--- config.mk ---
export PLATFORM = sky130hd
export DESIGN_NAME = utf8_stream_decoder_flat
export DESIGN_NICKNAME = d
export VERILOG_FILES = /design/src/rtl/usd_pkg.sv /design/src/rtl/usd_ifs.sv /design/src/rtl/usd_decode.sv /design/src/rtl/usd_rsp_fifo.sv /design/src/rtl/utf8_stream_decoder.sv /design/src/flat_wrapper.sv
export SDC_FILE = /design/constraint.sdc
export NUM_CORES = 1
export LEC_CHECK = 0
export BUFFER_PORTS_ARGS = -buffer_cell sky130_fd_sc_hd__buf_2
export CAP_MARGIN = 20
export CORE_ASPECT_RATIO = 0.75
export CORE_MARGIN = 5
export CORE_UTILIZATION = 35
export CTS_BUF_LIST = sky130_fd_sc_hd__clkbuf_4 sky130_fd_sc_hd__clkbuf_8 sky130_fd_sc_hd__clkbuf_16
export DETAILED_ROUTE_END_ITERATION = 6
export GPL_TIMING_DRIVEN = 0
export REMOVE_ABC_BUFFERS = 1
export SLEW_MARGIN = 30
export SYNTH_ARGS = -nofsm -noshare
export SYNTH_HDL_FRONTEND = slang
export SYNTH_SLANG_ARGS = --single-unit
--- constraint.sdc ---
create_clock -name clock -period 5.1 [get_ports clock]
set_input_delay 0.255 -clock clock [delete_from_list [all_inputs] [get_ports clock]]
set_output_delay 0.255 -clock clock [all_outputs]
set_load 0.005 [all_outputs]
--- src/rtl/usd_pkg.sv ---
// usd_pkg: types and constants shared by the utf-8 stream decoder
// no dependencies; compiled first
`default_nettype none

package usd_pkg;

   localparam int CP_WIDTH          = 21;
   localparam int RSP_DEPTH_DEFAULT = 4;

   // lead byte ranges
   localparam logic [7:0] ASCII_HI = 8'h7F;
   localparam logic [7:0] LEAD2_LO = 8'hC0;
   localparam logic [7:0] LEAD2_HI = 8'hDF;
   localparam logic [7:0] LEAD3_LO = 8'hE0;
   localparam logic [7:0] LEAD3_HI = 8'hEF;
   localparam logic [7:0] LEAD4_LO = 8'hF0;
   localparam logic [7:0] LEAD4_HI = 8'hF7;

   localparam logic [1:0] CONT_TAG = 2'b10;
   localparam logic [1:0] PEND_NONE = 2'd0;
   localparam logic [1:0] PEND_ONE = 2'd1;
   localparam logic [1:0] PEND_TWO = 2'd2;
   localparam logic [1:0] PEND_THREE = 2'd3;

   localparam logic [CP_WIDTH-1:0] REPLACEMENT = 21'h00FFFD;

   typedef struct packed {
      logic [CP_WIDTH-1:0] code_point;
      logic                run_last;
      logic                string_done;
   } result_type;

   // results produced by one accepted byte
   typedef struct packed {
      logic [1:0] beats;
      result_type first;
      result_type second;
   } push_type;

endpackage

`default_nettype wire

--- src/rtl/usd_ifs.sv ---
// usd_req_if / usd_rsp_if: valid-ready channels of the utf-8 stream decoder
// no dependencies
`default_nettype none

interface usd_req_if;
   logic       valid;
   logic       ready;
   logic [7:0] in_byte;
   logic       string_end;

   modport source (output valid, output in_byte, output string_end, input ready);
   modport sink   (input valid, input in_byte, input string_end, output ready);
endinterface

interface usd_rsp_if;
   logic        valid;
   logic        ready;
   logic [20:0] code_point;
   logic        run_last;
   logic        string_done;

   modport source (output valid, output code_point, output run_last,
                   output string_done, input ready);
   modport sink   (input valid, input code_point, input run_last,
                   input string_done, output ready);
endinterface

`default_nettype wire

--- src/rtl/usd_decode.sv ---
// usd_decode: per-byte decode and partial code point state
// depends on usd_pkg
`default_nettype none

module usd_decode
   import usd_pkg::*;
(
   input  wire logic       clock,
   input  wire logic       reset,
   input  wire logic       accept,
   input  wire logic [7:0] in_byte,
   input  wire logic       string_end,
   output push_type        push
);

   logic [CP_WIDTH-1:0] partial_ff, partial_in;
   logic [1:0]          pending_ff, pending_in;

   always_comb begin
      logic                is_cont;
      logic [CP_WIDTH-1:0] shifted;
      logic [1:0]          pend_dec;
      logic                lead_emit;
      logic [CP_WIDTH-1:0] lead_cp;
      logic [CP_WIDTH-1:0] lead_val;
      logic [1:0]          lead_pend;
      logic                lead_has;
      result_type          lead_res;

      is_cont   = (in_byte[7:6] == CONT_TAG);
      shifted   = {partial_ff[CP_WIDTH-7:0], in_byte[5:0]};
      pend_dec  = pending_ff - 2'd1;
      lead_emit = 1'b0;
      lead_cp   = REPLACEMENT;
      lead_val  = '0;
      lead_pend = PEND_NONE;
      lead_has  = 1'b0;
      lead_res  = '0;
      push       = '0;
      partial_in = partial_ff;
      pending_in = pending_ff;

      case (in_byte) inside
         [8'h00:ASCII_HI]: begin
            lead_emit = 1'b1;
            lead_cp   = {13'd0, in_byte};
         end
         [LEAD2_LO:LEAD2_HI]: begin
            lead_val  = {16'd0, in_byte[4:0]};
            lead_pend = PEND_ONE;
         end
         [LEAD3_LO:LEAD3_HI]: begin
            lead_val  = {17'd0, in_byte[3:0]};
            lead_pend = PEND_TWO;
         end
         [LEAD4_LO:LEAD4_HI]: begin
            lead_val  = {18'd0, in_byte[2:0]};
            lead_pend = PEND_THREE;
         end
         default: begin
            lead_emit = 1'b1;
            lead_cp   = REPLACEMENT;
         end
      endcase

      if (pending_ff != PEND_NONE && is_cont) begin
         if (pend_dec == PEND_NONE || string_end) begin
            push.beats = 2'd1;
            push.first = '{code_point: shifted, run_last: 1'b1, string_done: string_end};
            partial_in = '0;
            pending_in = PEND_NONE;
         end else begin
            partial_in = shifted;
            pending_in = pend_dec;
         end
      end else begin
         if (lead_emit) begin
            lead_has   = 1'b1;
            lead_res   = '{code_point: lead_cp, run_last: 1'b1, string_done: string_end};
            partial_in = '0;
            pending_in = PEND_NONE;
         end else if (string_end) begin
            lead_has   = 1'b1;
            lead_res   = '{code_point: lead_val, run_last: 1'b1, string_done: 1'b1};
            partial_in = '0;
            pending_in = PEND_NONE;
         end else begin
            partial_in = lead_val;
            pending_in = lead_pend;
         end

         if (pending_ff != PEND_NONE) begin
            push.first  = '{code_point: REPLACEMENT, run_last: 1'b0, string_done: 1'b0};
            push.second = lead_res;
            push.beats  = lead_has ? 2'd2 : 2'd1;
         end else begin
            push.first = lead_res;
            push.beats = {1'b0, lead_has};
         end
      end

      if (!accept) begin
         push.beats = 2'd0;
         partial_in = partial_ff;
         pending_in = pending_ff;
      end
   end

   always_ff @(posedge clock) begin
      if (reset) begin
         partial_ff <= '0;
         pending_ff <= PEND_NONE;
      end else begin
         partial_ff <= partial_in;
         pending_ff <= pending_in;
      end
   end

endmodule

`default_nettype wire

--- src/rtl/usd_rsp_fifo.sv ---
// usd_rsp_fifo: result queue taking up to two beats per cycle, one out
// depends on usd_pkg
`default_nettype none

module usd_rsp_fifo
   import usd_pkg::*;
#(
   parameter int DEPTH = RSP_DEPTH_DEFAULT
) (
   input  wire logic     clock,
   input  wire logic     reset,
   input  wire push_type push,
   input  wire logic     pop,
   output logic          room_for_two,
   output logic          head_valid,
   output result_type    head
);

   localparam int PW = (DEPTH > 1) ? $clog2(DEPTH) : 1;
   localparam int CW = $clog2(DEPTH + 1);
   localparam logic [PW-1:0] LAST_SLOT = PW'(DEPTH - 1);

   result_type        slots_ff [DEPTH];
   logic [PW-1:0]     wr_ptr_ff, wr_ptr_in;
   logic [PW-1:0]     rd_ptr_ff, rd_ptr_in;
   logic [CW-1:0]     count_ff, count_in;
   logic [PW-1:0]     wr_next;
   logic              do_pop;

   function automatic logic [PW-1:0] bump(input logic [PW-1:0] ptr);
      return (ptr == LAST_SLOT) ? '0 : ptr + PW'(1);
   endfunction

   assign wr_next      = bump(wr_ptr_ff);
   assign do_pop       = pop && head_valid;
   assign head_valid   = (count_ff != '0);
   assign head         = slots_ff[rd_ptr_ff];
   assign room_for_two = (count_ff <= CW'(DEPTH - 2));

   always_comb begin
      wr_ptr_in = wr_ptr_ff;
      case (push.beats)
         2'd1:    wr_ptr_in = wr_next;
         2'd2:    wr_ptr_in = bump(wr_next);
         default: wr_ptr_in = wr_ptr_ff;
      endcase
      rd_ptr_in = do_pop ? bump(rd_ptr_ff) : rd_ptr_ff;
      count_in  = count_ff + CW'(push.beats) - CW'(do_pop);
   end

   always_ff @(posedge clock) begin
      if (push.beats != 2'd0) begin
         slots_ff[wr_ptr_ff] <= push.first;
      end
      if (push.beats == 2'd2) begin
         slots_ff[wr_next] <= push.second;
      end
   end

   always_ff @(posedge clock) begin
      if (reset) begin
         wr_ptr_ff <= '0;
         rd_ptr_ff <= '0;
         count_ff  <= '0;
      end else begin
         wr_ptr_ff <= wr_ptr_in;
         rd_ptr_ff <= rd_ptr_in;
         count_ff  <= count_in;
      end
   end

endmodule

`default_nettype wire

--- src/rtl/utf8_stream_decoder.sv ---
// utf8_stream_decoder: top level of the utf-8 byte stream decoder
// depends on usd_pkg, usd_ifs, usd_decode, usd_rsp_fifo
//
// usage:
//   req_bus carries one string byte per beat (in_byte) and string_end on
//   the last byte of a string. rsp_bus carries decoded code points, with
//   run_last on each result decoded from the byte itself (not on the
//   replacement for a cut-off sequence), string_done on the final result
//   of an ended string. a byte gives zero, one or two result beats. a
//   result is queued as its byte is accepted and offered on rsp_bus behind
//   earlier results. bytes go in one per cycle while each yields at most one
//   result and the receiver keeps up; the port drains one beat per cycle.
//   req_bus.ready is high while the result queue (RSP_DEPTH beats) has room
//   for two beats, independent of req_bus.valid.
//   reset clears the partial code point, the pending count and the queue.
//   when the receiver stalls, results wait in the queue and req_bus.ready
//   drops once fewer than two free slots remain; nothing is lost.
`default_nettype none

module utf8_stream_decoder
   import usd_pkg::*;
#(
   parameter int RSP_DEPTH = RSP_DEPTH_DEFAULT
) (
   input  wire logic  clock,
   input  wire logic  reset,
   usd_req_if.sink    req_bus,
   usd_rsp_if.source  rsp_bus
);

   push_type   push;
   result_type head;
   logic       room_for_two;
   logic       head_valid;
   logic       accept;

   assign req_bus.ready = room_for_two;
   assign accept        = req_bus.valid && room_for_two;

   usd_decode u_decode (
      .clock      (clock),
      .reset      (reset),
      .accept     (accept),
      .in_byte    (req_bus.in_byte),
      .string_end (req_bus.string_end),
      .push       (push)
   );

   usd_rsp_fifo #(
      .DEPTH (RSP_DEPTH)
   ) u_rsp_fifo (
      .clock        (clock),
      .reset        (reset),
      .push         (push),
      .pop          (rsp_bus.ready),
      .room_for_two (room_for_two),
      .head_valid   (head_valid),
      .head         (head)
   );

   assign rsp_bus.valid       = head_valid;
   assign rsp_bus.code_point  = head.code_point;
   assign rsp_bus.run_last    = head.run_last;
   assign rsp_bus.string_done = head.string_done;

endmodule

`default_nettype wire
--- src/flat_wrapper.sv ---
// flat-port wrapper written by rule: the top's interface ports become plain ports
module utf8_stream_decoder_flat import usd_pkg::*;
#(
   parameter int RSP_DEPTH = RSP_DEPTH_DEFAULT
)
  (clock, reset, req_bus_valid, req_bus_in_byte, req_bus_string_end, req_bus_ready, rsp_bus_valid, rsp_bus_code_point, rsp_bus_run_last, rsp_bus_string_done, rsp_bus_ready);
  usd_req_if req_bus_i ();
  usd_rsp_if rsp_bus_i ();
  input  wire logic clock;
  input  wire logic reset;
  input wire logic [$bits(req_bus_i.valid)-1:0] req_bus_valid;
  input wire logic [$bits(req_bus_i.in_byte)-1:0] req_bus_in_byte;
  input wire logic [$bits(req_bus_i.string_end)-1:0] req_bus_string_end;
  output wire logic [$bits(req_bus_i.ready)-1:0] req_bus_ready;
  output wire logic [$bits(rsp_bus_i.valid)-1:0] rsp_bus_valid;
  output wire logic [$bits(rsp_bus_i.code_point)-1:0] rsp_bus_code_point;
  output wire logic [$bits(rsp_bus_i.run_last)-1:0] rsp_bus_run_last;
  output wire logic [$bits(rsp_bus_i.string_done)-1:0] rsp_bus_string_done;
  input wire logic [$bits(rsp_bus_i.ready)-1:0] rsp_bus_ready;
  assign req_bus_i.valid = req_bus_valid;
  assign req_bus_i.in_byte = req_bus_in_byte;
  assign req_bus_i.string_end = req_bus_string_end;
  assign req_bus_ready = req_bus_i.ready;
  assign rsp_bus_valid = rsp_bus_i.valid;
  assign rsp_bus_code_point = rsp_bus_i.code_point;
  assign rsp_bus_run_last = rsp_bus_i.run_last;
  assign rsp_bus_string_done = rsp_bus_i.string_done;
  assign rsp_bus_i.ready = rsp_bus_ready;
  utf8_stream_decoder #(.RSP_DEPTH(RSP_DEPTH)) u_core (.clock(clock), .reset(reset), .req_bus(req_bus_i), .rsp_bus(rsp_bus_i));
endmodule
==> impl_metrics.py, run 1 <==
metrics = {
    "sta": {
        "finalWorstSetupSlack_ns": 0.874,
        "hold_violations": 0,
        "max_freq_mhz": 237,
        "slew_headroom": 0.397,
        "final_period_minus_worst_setup_slack_ns": 4.23,
        "fin_tns_setup_ns": 0,
        "grt_setup_unrepaired": "false",
        "finalClockSkew_ns": 0.00829,
        "final_min_period_over_clock_period": 0.829,
        "tightestPinTransition_ns": 0.904,
        "timing.final.setup_violations": 0,
        "final_max_slew_viol_count": 0,
    },
    "detailed_routing": {
        "num_vias": 4577,
        "drtAntennaViolNets": 0,
        "viasPerCell": 5.76,
        "drc_errors": 0,
        "finalWirelength_mm": 16.5,
        "wl_per_cell_um": 20.7,
        "routed-wl-met3_mm": 1.58,
        "route.met2.wl_mm": 7.46,
        "first_iter_violations": 755,
        "met1Wirelength_mm": 7.10,
        "drt-pass1-iter-count": 6,
        "topRoutingLayerUsed": "met4",
    },
    "worst_hold_path": {
        "hold_path_depth": 3,
        "hold_path.class": "in -> reg",
    },
    "worst_setup_path": {
        "cp-start-kind": "register",
        "timing.critical_path.to_type": "register",
        "path_max_fanout": 19,
        "reg2reg_depth": 12,
        "critical_path.cell_chain": "inv_1 > ha_1 > inv_1 > ha_1 > nand2_1 > nand2_1 > nand2_1 > ha_1 > nor2b_1 > nand2_1 > o21ai_0 > and2_1",
        "crit_required_ns": 5.38,
        "crit_path_top_delay_cell": "sky130_fd_sc_hd__ha_1",
        "cp_data_arrival_time_ns": 4.51,
        "crit_top_cell": "sky130_fd_sc_hd__nand2_1",
        "kind_of_critical_path": "reg -> reg",
        "cpPeakStageDelay_ns": 0.64,
    },
    "power_and_ir_drop": {
        "vdd_ir_drop_max_mv": 0.227,
        "power.density_nw_per_um2": 500,
        "leakage_nw": 2.39,
    },
    "logic_synthesis": {
        "ys_seq_elements": 118,
        "synth.distinct_cells": 46,
        "synthArstFlopShare": 0,
        "dominantRegCellSynth": "sky130_fd_sc_hd__edfxtp_1",
        "synth_compound_area_frac": 0.159,
        "synth_area_in_adders": 0.0374,
        "synth_edf_count": 72,
        "synth.largest_area_cell": "sky130_fd_sc_hd__edfxtp_1",
        "synth_area_per_cell_um2": 10.8,
        "synth_top_family_by_area": "compound AO/OA/AOI/OAI gates",
        "synthCells": 546,
        "synth_most_common_cell": "sky130_fd_sc_hd__edfxtp_1",
        "post_synth_most_frequent_cells": "72 x sky130_fd_sc_hd__edfxtp_1, 58 x sky130_fd_sc_hd__nand2_1, 51 x sky130_fd_sc_hd__o21ai_0, 46 x sky130_fd_sc_hd__dfxtp_1, 45 x sky130_fd_sc_hd__a21oi_1",
        "synth.yosys.warnings": 0,
        "synth.top_cells.by_area": "sky130_fd_sc_hd__edfxtp_1 37%, sky130_fd_sc_hd__dfxtp_1 16%, sky130_fd_sc_hd__mux4_2 8.8%",
        "mappedNetlistArea_um2": 5880,
        "synth_xor_area_frac": 0.00447,
        "synth_simple_gate_area_frac": 0.145,
        "synth-seq-area-share": 0.524,
        "synthMuxAreaShare": 0.0951,
        "synthDominantCellAreaShare": 0.368,
    },
    "global_route": {
        "grt_start_max_net_pins": 34,
        "antenna_found_initial": 0,
        "grt-ovfl-total": 0,
        "grt_first_pass_wirelength_mm": 25.8,
        "first_global_vias": 4577,
        "grt_usage": 0.172,
    },
    "floorplan": {
        "rows": 41,
        "die_height_um": 122,
        "initial_utilization": 0.353,
        "dieWidth_um": 160,
        "core_um2": 16700,
        "die-area_um2": 19500,
        "io-pin-count": 38,
    },
    "clocking": {
        "cts_hold_buffers": 0,
        "cts_inserted_buffers": 17,
        "cts_max_level": 4,
        "cts_max_path_buffers": 2,
        "clock_sink_count": 118,
        "cts_tree": "built",
        "clk_pin_slew_ns": 0.06,
        "clk-insertion-delay-late_ns": 0.42,
        "post_cts_resized": 0,
        "post-cts-setup-buffers": 0,
        "cts.root.buffer_cell": "sky130_fd_sc_hd__clkbuf_16",
    },
    "placed_design": {
        "post-dp-hpwl_mm": 10.6,
        "placement_setup_slack_ns": 1.06,
        "dpl.cell_count": 763,
        "globalplace.congestion": 0.904,
        "numPortBuffers": 37,
    },
    "cells_and_area": {
        "fillerInstances": 1549,
        "post_route_cells_drive_above_1_share": 0.183,
        "final_cell_count_no_fill": 795,
        "area_growth_syn_to_layout_pct": 15.7,
        "final_core_util": 0.408,
        "count_of_inserted_antenna_diode_cells": 0,
        "seq_area_um2": 3090,
        "multiInputGateArea_um2": 2620,
        "finalNetCount": 597,
    },
    "flow_run": {
        "max_cap_violations": 0,
    },
    "run_status": {
        "status": "complete, no violations",
    },
}
-- per-stage QoR --
step           area, µm²  hold WS [ns]  power, mW
2_1_floorplan       5730         0.324       1.88
3_3_place_gp        6180         0.440       2.22
3_5_place_dp        6230         0.447       2.25
4_1_cts             6810         0.131       3.41
5_1_grt             6810         0.153       3.57
6_report            6810         0.135       3.40
-- layer usage --
metal	up-vias	global-route usage
met3	32	0.0457
met4	0	0.0634
met1	2200	0.237
met2	245	0.265
met5	-	0
li1	2100	-
-- layout make-up --
type,count,share of cell area
flip-flops and latches,118,0.453
multi-input cells,379,0.385
clock buffers,17,0.0625
well taps,215,0.0395
repair buffers,38,0.0302
clock inverters,15,0.0224
inverters,13,0.00717
-- logic make-up after synthesis --
logic type,after synthesis
xor gates and xnor gates,3
AOI/OAI and AO/OA,159
DFF,118
muxes,27
and+or+nand+nor,173
adders and majority gates,17
buffers and inverters,49
-- state kept, by name (all words and copies together) (netlist names), named ones only --
name / cells
u_core.u_rsp_fifo.slots_ff: 92
u_core.u_decode.partial_ff: 15
u_core.u_rsp_fifo.count_ff: 3
u_core.u_decode.pending_ff: 2
u_core.u_rsp_fifo.rd_ptr_ff: 2
u_core.u_rsp_fifo.wr_ptr_ff: 2
-- layout by cell type (no fill, tap or decap), types with 10 or more instances in the layout --
cell / n
sky130_fd_sc_hd__and2_1: 10
sky130_fd_sc_hd__nand3_1: 39
sky130_fd_sc_hd__ha_1: 16
sky130_fd_sc_hd__edfxtp_1: 72
sky130_fd_sc_hd__a22oi_1: 14
sky130_fd_sc_hd__o21ai_0: 51
sky130_fd_sc_hd__nor2_1: 25
sky130_fd_sc_hd__dfxtp_1: 44
sky130_fd_sc_hd__buf_2: 37
sky130_fd_sc_hd__clkbuf_16: 17
sky130_fd_sc_hd__o22ai_1: 26
sky130_fd_sc_hd__mux4_2: 23
sky130_fd_sc_hd__nor2b_1: 11
sky130_fd_sc_hd__inv_1: 13
sky130_fd_sc_hd__nand2_1: 54
sky130_fd_sc_hd__a21oi_1: 45
-- power breakdown --
| group | internal [mW] | switching [mW] | total (mW) |
|---|---|---|---|
| logic | 0.364 | 0.582 | 0.946 |
| clock network | 0.719 | 0.447 | 1.17 |
| registers | 1.22 | 0.0754 | 1.29 |
-- critical path: cells and delay by family, from the launching register on --
kind	cells	cell delay, ns
flip-flops	1	0.33
AND/OR/NAND/NOR	6	1.55
AO/OA/AOI/OAI	1	0.32
adder cells (fa/ha/maj)	3	1.37
buffers and inverters	2	0.51
-- final timing paths --
kind,startpoint,to,slack (ns)
setup / recovery,u_core.u_decode.pending_ff[0]$_SDFFE_PP0P_,u_core.u_rsp_fifo.slots_ff[1][0]$_DFFE_PP_,0.87
hold / removal,rsp_bus_ready,register,0.13
setup reg to reg,u_core.u_decode.pending_ff[0]$_SDFFE_PP0P_,u_core.u_rsp_fifo.slots_ff[1][0]$_DFFE_PP_,0.87
hold reg to reg,u_core.u_rsp_fifo.slots_ff[1][18]$_SDFFE_PP0N_,u_core.u_rsp_fifo.slots_ff[1][18]$_SDFFE_PP0N_,0.45
No activity file was read; power rests on OpenSTA's default activity.
==> run 2: changes to the inputs <==
- ABC_AREA: not set -> 1
- clock period: 5.1 -> 4.3 ns (I/O delays scaled with it)
==> run 2 against run 1 <==
Effect of this change:
- critical path depth shrank 1
- wire length grew 1.1%
- global-route usage grew 0.24 points
- largest power group unchanged
- total power grew 27%
- clock-buffer cell count grew 1
- clock power grew 15%
- final area grew 1.1%
- hold slack gained 0.023 ns
- non-clock buffer count grew 4
- first-iteration DRC count shrank 40%
==> impl_metrics.py, run 2 <==
metrics = {
    "clocking": {
        "post-cts-setup-buffers": 0,
        "cts_max_path_buffers": 2,
        "cts_inserted_buffers": 17,
        "cts_max_level": 4,
        "cts.root.buffer_cell": "sky130_fd_sc_hd__clkbuf_16",
        "clk_pin_slew_ns": 0.06,
        "cts_tree": "built",
        "clock_sink_count": 118,
        "clk-insertion-delay-late_ns": 0.41,
    },
    "logic_synthesis": {
        "synth_area_per_cell_um2": 8.27,
        "post_synth_most_frequent_cells": "209 x sky130_fd_sc_hd__nand2_1, 79 x sky130_fd_sc_hd__o21ai_0, 73 x sky130_fd_sc_hd__nor2_1, 72 x sky130_fd_sc_hd__edfxtp_1, 52 x sky130_fd_sc_hd__nand3_1",
        "synth.distinct_cells": 33,
        "synth_most_common_cell": "sky130_fd_sc_hd__nand2_1",
        "synth_edf_count": 72,
        "synth.yosys.warnings": 0,
        "ys_seq_elements": 118,
        "synthArstFlopShare": 0,
        "synthDominantCellAreaShare": 0.369,
        "mappedNetlistArea_um2": 5860,
        "synthCells": 708,
        "synth-seq-area-share": 0.526,
        "synth.largest_area_cell": "sky130_fd_sc_hd__edfxtp_1",
        "synth.top_cells.by_area": "sky130_fd_sc_hd__edfxtp_1 37%, sky130_fd_sc_hd__dfxtp_1 16%, sky130_fd_sc_hd__nand2_1 13%",
        "dominantRegCellSynth": "sky130_fd_sc_hd__edfxtp_1",
    },
    "detailed_routing": {
        "wl_per_cell_um": 17.2,
        "finalWirelength_mm": 16.6,
        "num_vias": 5034,
        "drt-pass1-iter-count": 5,
        "drtAntennaViolNets": 0,
        "drc_errors": 0,
        "viasPerCell": 5.21,
        "first_iter_violations": 454,
    },
    "placed_design": {
        "dpl.cell_count": 934,
        "numPortBuffers": 37,
        "post-dp-hpwl_mm": 10.7,
        "globalplace.congestion": 0.843,
    },
    "worst_setup_path": {
        "cp_data_arrival_time_ns": 4.32,
        "origin_of_the_worst_setup_path": "u_core.u_decode.pending_ff[0]$_SDFFE_PP0P_",
        "reg2reg_depth": 11,
        "path_max_fanout": 17,
        "crit_required_ns": 4.55,
        "regToRegStartpoint": "u_core.u_decode.pending_ff[0]$_SDFFE_PP0P_",
        "cp-start-kind": "register",
        "critical_path.endpoint": "u_core.u_rsp_fifo.slots_ff[2][0]$_DFFE_PP_",
        "worst_r2r_endpoint": "u_core.u_rsp_fifo.slots_ff[2][0]$_DFFE_PP_",
        "timing.critical_path.to_type": "register",
        "kind_of_critical_path": "reg -> reg",
        "reg2reg_setup_slack_ns": 0.24,
    },
    "sta": {
        "hold_violations": 0,
        "max_freq_mhz": 246,
        "final_period_minus_worst_setup_slack_ns": 4.06,
        "finalClockSkew_ns": 0.00798,
        "grt_setup_unrepaired": "false",
        "fin_tns_setup_ns": 0,
        "tightestPinTransition_ns": 0.912,
        "slew_headroom": 0.390,
        "final_min_period_over_clock_period": 0.945,
        "timing.final.setup_violations": 0,
        "final_max_slew_viol_count": 0,
    },
    "cells_and_area": {
        "layout.cells.most_common": "sky130_fd_sc_hd__nand2_1",
        "registers_with_the_highest_flip_flop_counts": "u_core.u_rsp_fifo.slots_ff: 92 flops, u_core.u_decode.partial_ff: 15 flops, u_core.u_rsp_fifo.count_ff: 3 flops",
        "leading_cell_types_in_the_layout_fill_and_taps_excluded": "206 x sky130_fd_sc_hd__nand2_1, 79 x sky130_fd_sc_hd__o21ai_0, 72 x sky130_fd_sc_hd__edfxtp_1",
        "fillerInstances": 1680,
        "post_route_cells_drive_above_1_share": 0.125,
        "finalNetCount": 768,
        "final_cell_count_no_fill": 966,
        "area_growth_syn_to_layout_pct": 17.5,
        "largest_reg_flops": 92,
        "register_containing_the_most_flip_flops_in_the_final_layout": "u_core.u_rsp_fifo.slots_ff",
        "final_core_util": 0.414,
        "count_of_inserted_antenna_diode_cells": 0,
    },
    "floorplan": {
        "core_um2": 16600,
        "rows": 41,
        "io-pin-count": 38,
        "dieWidth_um": 159,
        "die-area_um2": 19400,
        "initial_utilization": 0.352,
        "die_height_um": 122,
    },
    "power_and_ir_drop": {
        "power_switching_mw": 1.58,
        "fin_total_pwr_mw": 4.32,
        "power.density_nw_per_um2": 628,
        "power_report.internal_total_mw": 2.74,
        "clock_power_share": 0.313,
        "combinationalPowerShare": 0.315,
        "share_seq_of_total_power": 0.373,
        "switching_share": 0.366,
        "leakage_nw": 2.82,
        "vdd_ir_drop_max_mv": 0.301,
    },
    "worst_hold_path": {
        "hold_path.class": "in -> reg",
    },
    "run_status": {
        "status": "complete, no violations",
    },
    "global_route": {
        "grt-ovfl-total": 0,
        "grt_start_max_net_pins": 47,
        "grt_first_pass_wirelength_mm": 26.7,
        "first_global_vias": 4776,
        "grt_usage": 0.175,
        "antenna_found_initial": 0,
    },
    "flow_run": {
        "max_cap_violations": 0,
    },
}
==> run 2: cell types whose count changed after synthesis, sizes merged, moves of 10 or more <==
cell   before  now
a22oi      14    4
o21ai      52   81
and2       10    0
nor2b      11    0
o22ai      26   36
nand3      39   52
inv        13   42
mux4       23    0
nor2       26   75
nand2      58  213
a21oi      45   21
==> run 2: cell families (layout without fill, tap and decap cells) <==
kind of cell | after synthesis | in the layout | share of synthesized area
simple gates | 344 | 344 | 0.237
fa+ha+maj | 17 | 17 | 0.0376
buf+inv | 77 | 120 | 0.0519
xor+xnor | 3 | 3 | 0.00449
compound gates | 149 | 149 | 0.143
flops | 118 | 118 | 0.526
==> run 2: through the flow <==
stage / instance area [µm²] / hold WS, ns / worst slack, ns
6_report: 6880 / 0.158 / 0.235
5_1_grt: 6880 / 0.143 / 0.0115
4_1_cts: 6870 / 0.134 / 0.146
3_5_place_dp: 6310 / 0.455 / -0.0342
3_3_place_gp: 6180 / 0.454 / -0.623
2_1_floorplan: 5720 / 0.284 / 1.26
==> run 2: critical path: stages (launching register included) <==
cell,delay [ns]
sky130_fd_sc_hd__dfxtp_1,0.32
sky130_fd_sc_hd__inv_1,0.08
sky130_fd_sc_hd__ha_1,0.54
sky130_fd_sc_hd__nor2_1,0.26
sky130_fd_sc_hd__nand2_1,0.19
sky130_fd_sc_hd__o211ai_1,0.19
sky130_fd_sc_hd__ha_1,0.34
sky130_fd_sc_hd__nand2_1,0.41
sky130_fd_sc_hd__clkinv_1,0.47
sky130_fd_sc_hd__nor2_4,0.58
sky130_fd_sc_hd__inv_1,0.31
sky130_fd_sc_hd__o22ai_1,0.20
==> run 2: worst min path at each step <==
| stage | start | endpoint | slack, ns | cells after the start |
|---|---|---|---|---|
| CTS | req_bus_in_byte[1] | u_core.u_decode.partial_ff[1]$_SDFFE_PP0P_ | 0.13 | 3 |
| floorplan | reset | u_core.u_decode.partial_ff[0]$_SDFFE_PP0P_ | 0.28 | 1 |
| global route | req_bus_in_byte[0] | u_core.u_decode.partial_ff[0]$_SDFFE_PP0P_ | 0.14 | 3 |
| global placement | u_core.u_decode.partial_ff[12]$_SDFFE_PP0P_ | u_core.u_decode.partial_ff[12]$_SDFFE_PP0P_ | 0.45 | 2 |
| finish | req_bus_in_byte[0] | u_core.u_decode.partial_ff[0]$_SDFFE_PP0P_ | 0.16 | 3 |
| detailed placement | u_core.u_decode.partial_ff[4]$_SDFFE_PP0P_ | u_core.u_decode.partial_ff[10]$_SDFFE_PP0P_ | 0.45 | 2 |
==> run 2: power by group through the flow <==
stage	Clock (mW)	Sequential [mW]	Combinational, mW
2_1_floorplan	0	1.59	0.805
3_3_place_gp	0	1.65	1.26
3_5_place_dp	0	1.63	1.35
4_1_cts	1.35	1.61	1.36
5_1_grt	1.41	1.64	1.52
6_report	1.35	1.61	1.36
==> run 2: area by class of cell <==
| cell class | count | area (µm²) | share of cell area |
|---|---|---|---|
| clock buffer | 18 | 433 | 0.0629 |
| clock inverter | 14 | 125 | 0.0182 |
| inverter | 46 | 174 | 0.0253 |
| multi-input combinational | 513 | 2510 | 0.365 |
| sequential | 118 | 3090 | 0.448 |
| tap | 215 | 269 | 0.0391 |
| timing repair buffer | 42 | 285 | 0.0415 |
==> run 2: what timing repair did <==
action | CTS | global route
hold buffers | 0 | 0
gates resized for setup | 1 | 2
setup endpoints to repair | 7 | 17
hold endpoints to repair | 0 | 0
==> run 2: metal layers <==
layer / up-vias / GRT usage / routed length, µm
met5: - / 0 / 0
met2: 167 / 0.259 / 6980
met1: 2386 / 0.259 / 8350
met4: 0 / 0.0336 / 87
met3: 6 / 0.0460 / 1220
li1: 2475 / - / -
==> run 3: changes to the inputs <==
- CTS_CLUSTER_SIZE: not set -> 25
- clock period: 4.3 -> 4.7 ns (I/O delays scaled with it)
==> run 3 against run 2 <==
Effect of this change:
- wire length grew 0.38%
- sequential share of layout area is essentially flat
- register-to-register slack gained 0.24 ns
- clock-buffer cell count is the same
- global-route usage is the same
- final area shrank 0.11%
- first-iteration DRC count grew 2.0%
- largest power group unchanged
==> impl_metrics.py, run 3 (synthesis results as in run 2) <==
metrics = {
    "power_and_ir_drop": {
        "power_switching_mw": 1.44,
        "power.density_nw_per_um2": 574,
        "fin_total_pwr_mw": 3.95,
        "share_seq_of_total_power": 0.373,
        "vdd_ir_drop_max_mv": 0.276,
        "clock_power_share": 0.314,
        "switching_share": 0.365,
        "leakage_nw": 2.82,
        "combinationalPowerShare": 0.313,
        "power_report.internal_total_mw": 2.51,
    },
    "global_route": {
        "grt_usage": 0.175,
        "first_global_vias": 4776,
        "grt_first_pass_wirelength_mm": 26.7,
        "grt_start_max_net_pins": 47,
        "grt-ovfl-total": 0,
        "antenna_found_initial": 0,
    },
    "detailed_routing": {
        "finalWirelength_mm": 16.7,
        "drt-pass1-iter-count": 5,
        "num_vias": 5075,
        "drc_errors": 0,
        "wl_per_cell_um": 17.3,
        "viasPerCell": 5.25,
        "first_iter_violations": 463,
        "drtAntennaViolNets": 0,
    },
    "clocking": {
        "clk_pin_slew_ns": 0.06,
        "cts_max_level": 4,
        "cts_inserted_buffers": 17,
        "clock_sink_count": 118,
        "cts.root.buffer_cell": "sky130_fd_sc_hd__clkbuf_16",
        "cts_max_path_buffers": 2,
        "clk-insertion-delay-late_ns": 0.42,
        "cts_tree": "built",
        "cts_hold_buffers": 0,
        "post-cts-setup-buffers": 0,
    },
    "cells_and_area": {
        "finalNetCount": 768,
        "post_route_cells_drive_above_1_share": 0.124,
        "final_core_util": 0.414,
        "count_of_inserted_antenna_diode_cells": 0,
        "layout.cell_area.non_filler_um2": 6870,
        "registers_with_the_highest_flip_flop_counts": "u_core.u_rsp_fifo.slots_ff: 92 flops, u_core.u_decode.partial_ff: 15 flops, u_core.u_rsp_fifo.count_ff: 3 flops",
        "layout.cells.most_common": "sky130_fd_sc_hd__nand2_1",
        "area_growth_syn_to_layout_pct": 17.4,
        "leading_cell_types_in_the_layout_fill_and_taps_excluded": "207 x sky130_fd_sc_hd__nand2_1, 79 x sky130_fd_sc_hd__o21ai_0, 72 x sky130_fd_sc_hd__edfxtp_1",
        "register_containing_the_most_flip_flops_in_the_final_layout": "u_core.u_rsp_fifo.slots_ff",
        "largest_reg_flops": 92,
        "final_cell_count_no_fill": 966,
    },
    "worst_setup_path": {
        "kind_of_critical_path": "reg -> reg",
        "crit_required_ns": 4.96,
        "path_max_fanout": 21,
        "critical_path.cell_chain": "a21oi_1 > nand2_1 > inv_1 > o211ai_1 > ha_1 > nand2_1 > clkinv_1 > nor2_2 > inv_1 > o22ai_1",
        "crit_path_top_delay_cell": "sky130_fd_sc_hd__nor2_2",
        "cp_data_arrival_time_ns": 4.48,
        "cpPeakStageDelay_ns": 0.80,
        "cp-start-kind": "register",
        "timing.critical_path.to_type": "register",
        "regToRegStartpoint": "u_core.u_rsp_fifo.count_ff[1]$_SDFF_PP0_",
        "origin_of_the_worst_setup_path": "u_core.u_rsp_fifo.count_ff[1]$_SDFF_PP0_",
    },
    "sta": {
        "timing.final.setup_violations": 0,
        "final_min_period_over_clock_period": 0.899,
        "final_max_slew_viol_count": 0,
        "tightestPinTransition_ns": 0.922,
        "grt_setup_unrepaired": "false",
        "final_period_minus_worst_setup_slack_ns": 4.22,
        "holdWs_ns": 0.174,
        "finalWorstSetupSlack_ns": 0.476,
        "finalClockSkew_ns": 0.0112,
        "fin_tns_setup_ns": 0,
        "max_freq_mhz": 237,
        "slew_headroom": 0.384,
        "hold_violations": 0,
    },
    "run_status": {
        "status": "complete, no violations",
    },
    "worst_hold_path": {
        "worstHoldStart": "req_bus_in_byte[0]",
        "hold_path.class": "in -> reg",
    },
    "flow_run": {
        "max_cap_violations": 0,
    },
    "floorplan": {
        "io-pin-count": 38,
        "initial_utilization": 0.352,
        "rows": 41,
        "die_height_um": 122,
        "core_um2": 16600,
        "dieWidth_um": 159,
        "die-area_um2": 19400,
    },
    "placed_design": {
        "numPortBuffers": 37,
        "globalplace.congestion": 0.843,
        "placement_setup_slack_ns": 0.366,
        "placed_cell_area_um2": 6310,
        "dpl.cell_count": 934,
        "post-dp-hpwl_mm": 10.7,
    },
}
-- run 3: area by class of cell --
type	count	area [µm²]
Fill cell	1681	9750
Multi-Input combinational cell	513	2500
Tap cell	215	269
Sequential cell	118	3090
Clock inverter	14	125
Inverter	46	174
Clock buffer	18	433
Timing Repair Buffer	42	285
-- run 3: what timing repair did --
action                                 CTS  global route
resized for setup                        0             1
endpoints found under the hold margin    0             0
setup endpoints to repair                0             4
-- run 3: routing by layer --
metal / up-vias / global-route usage / share of wire
met2: 188 / 0.259 / 0.43
met3: 7 / 0.0460 / 0.070
met5: - / 0 / 0
li1: 2472 / - / -
met4: 0 / 0.0336 / 0.0066
met1: 2408 / 0.259 / 0.50
-- run 3: worst max-delay path: cells and delay by family, from the launching register on --
kind / cells / cell delay, ns
buffers and inverters: 3 / 1.08
adders and majority gates: 1 / 0.34
and+or+nand+nor: 3 / 1.70
DFF: 1 / 0.33
AOI/OAI and AO/OA: 3 / 0.60
-- run 3: power by group through the flow --
stage	combinational, mW	clock [mW]	sequential (mW)
3_5_place_dp	1.23	0	1.50
2_1_floorplan	0.737	0	1.46
4_1_cts	1.24	1.24	1.47
3_3_place_gp	1.16	0	1.51
6_report	1.24	1.24	1.47
5_1_grt	1.39	1.29	1.50
-- run 3: worst paths after layout --
kind                                                                        to  slack [ns]  depth (start not counted)
worst max-delay path                u_core.u_rsp_fifo.slots_ff[1][0]$_DFFE_PP_        0.48                         10
worst min-delay path                u_core.u_decode.partial_ff[0]$_SDFFE_PP0P_        0.17                          3
worst max register to register      u_core.u_rsp_fifo.slots_ff[1][0]$_DFFE_PP_        0.48                         10
worst min register to register  u_core.u_rsp_fifo.slots_ff[3][18]$_SDFFE_PP0P_        0.47                          2
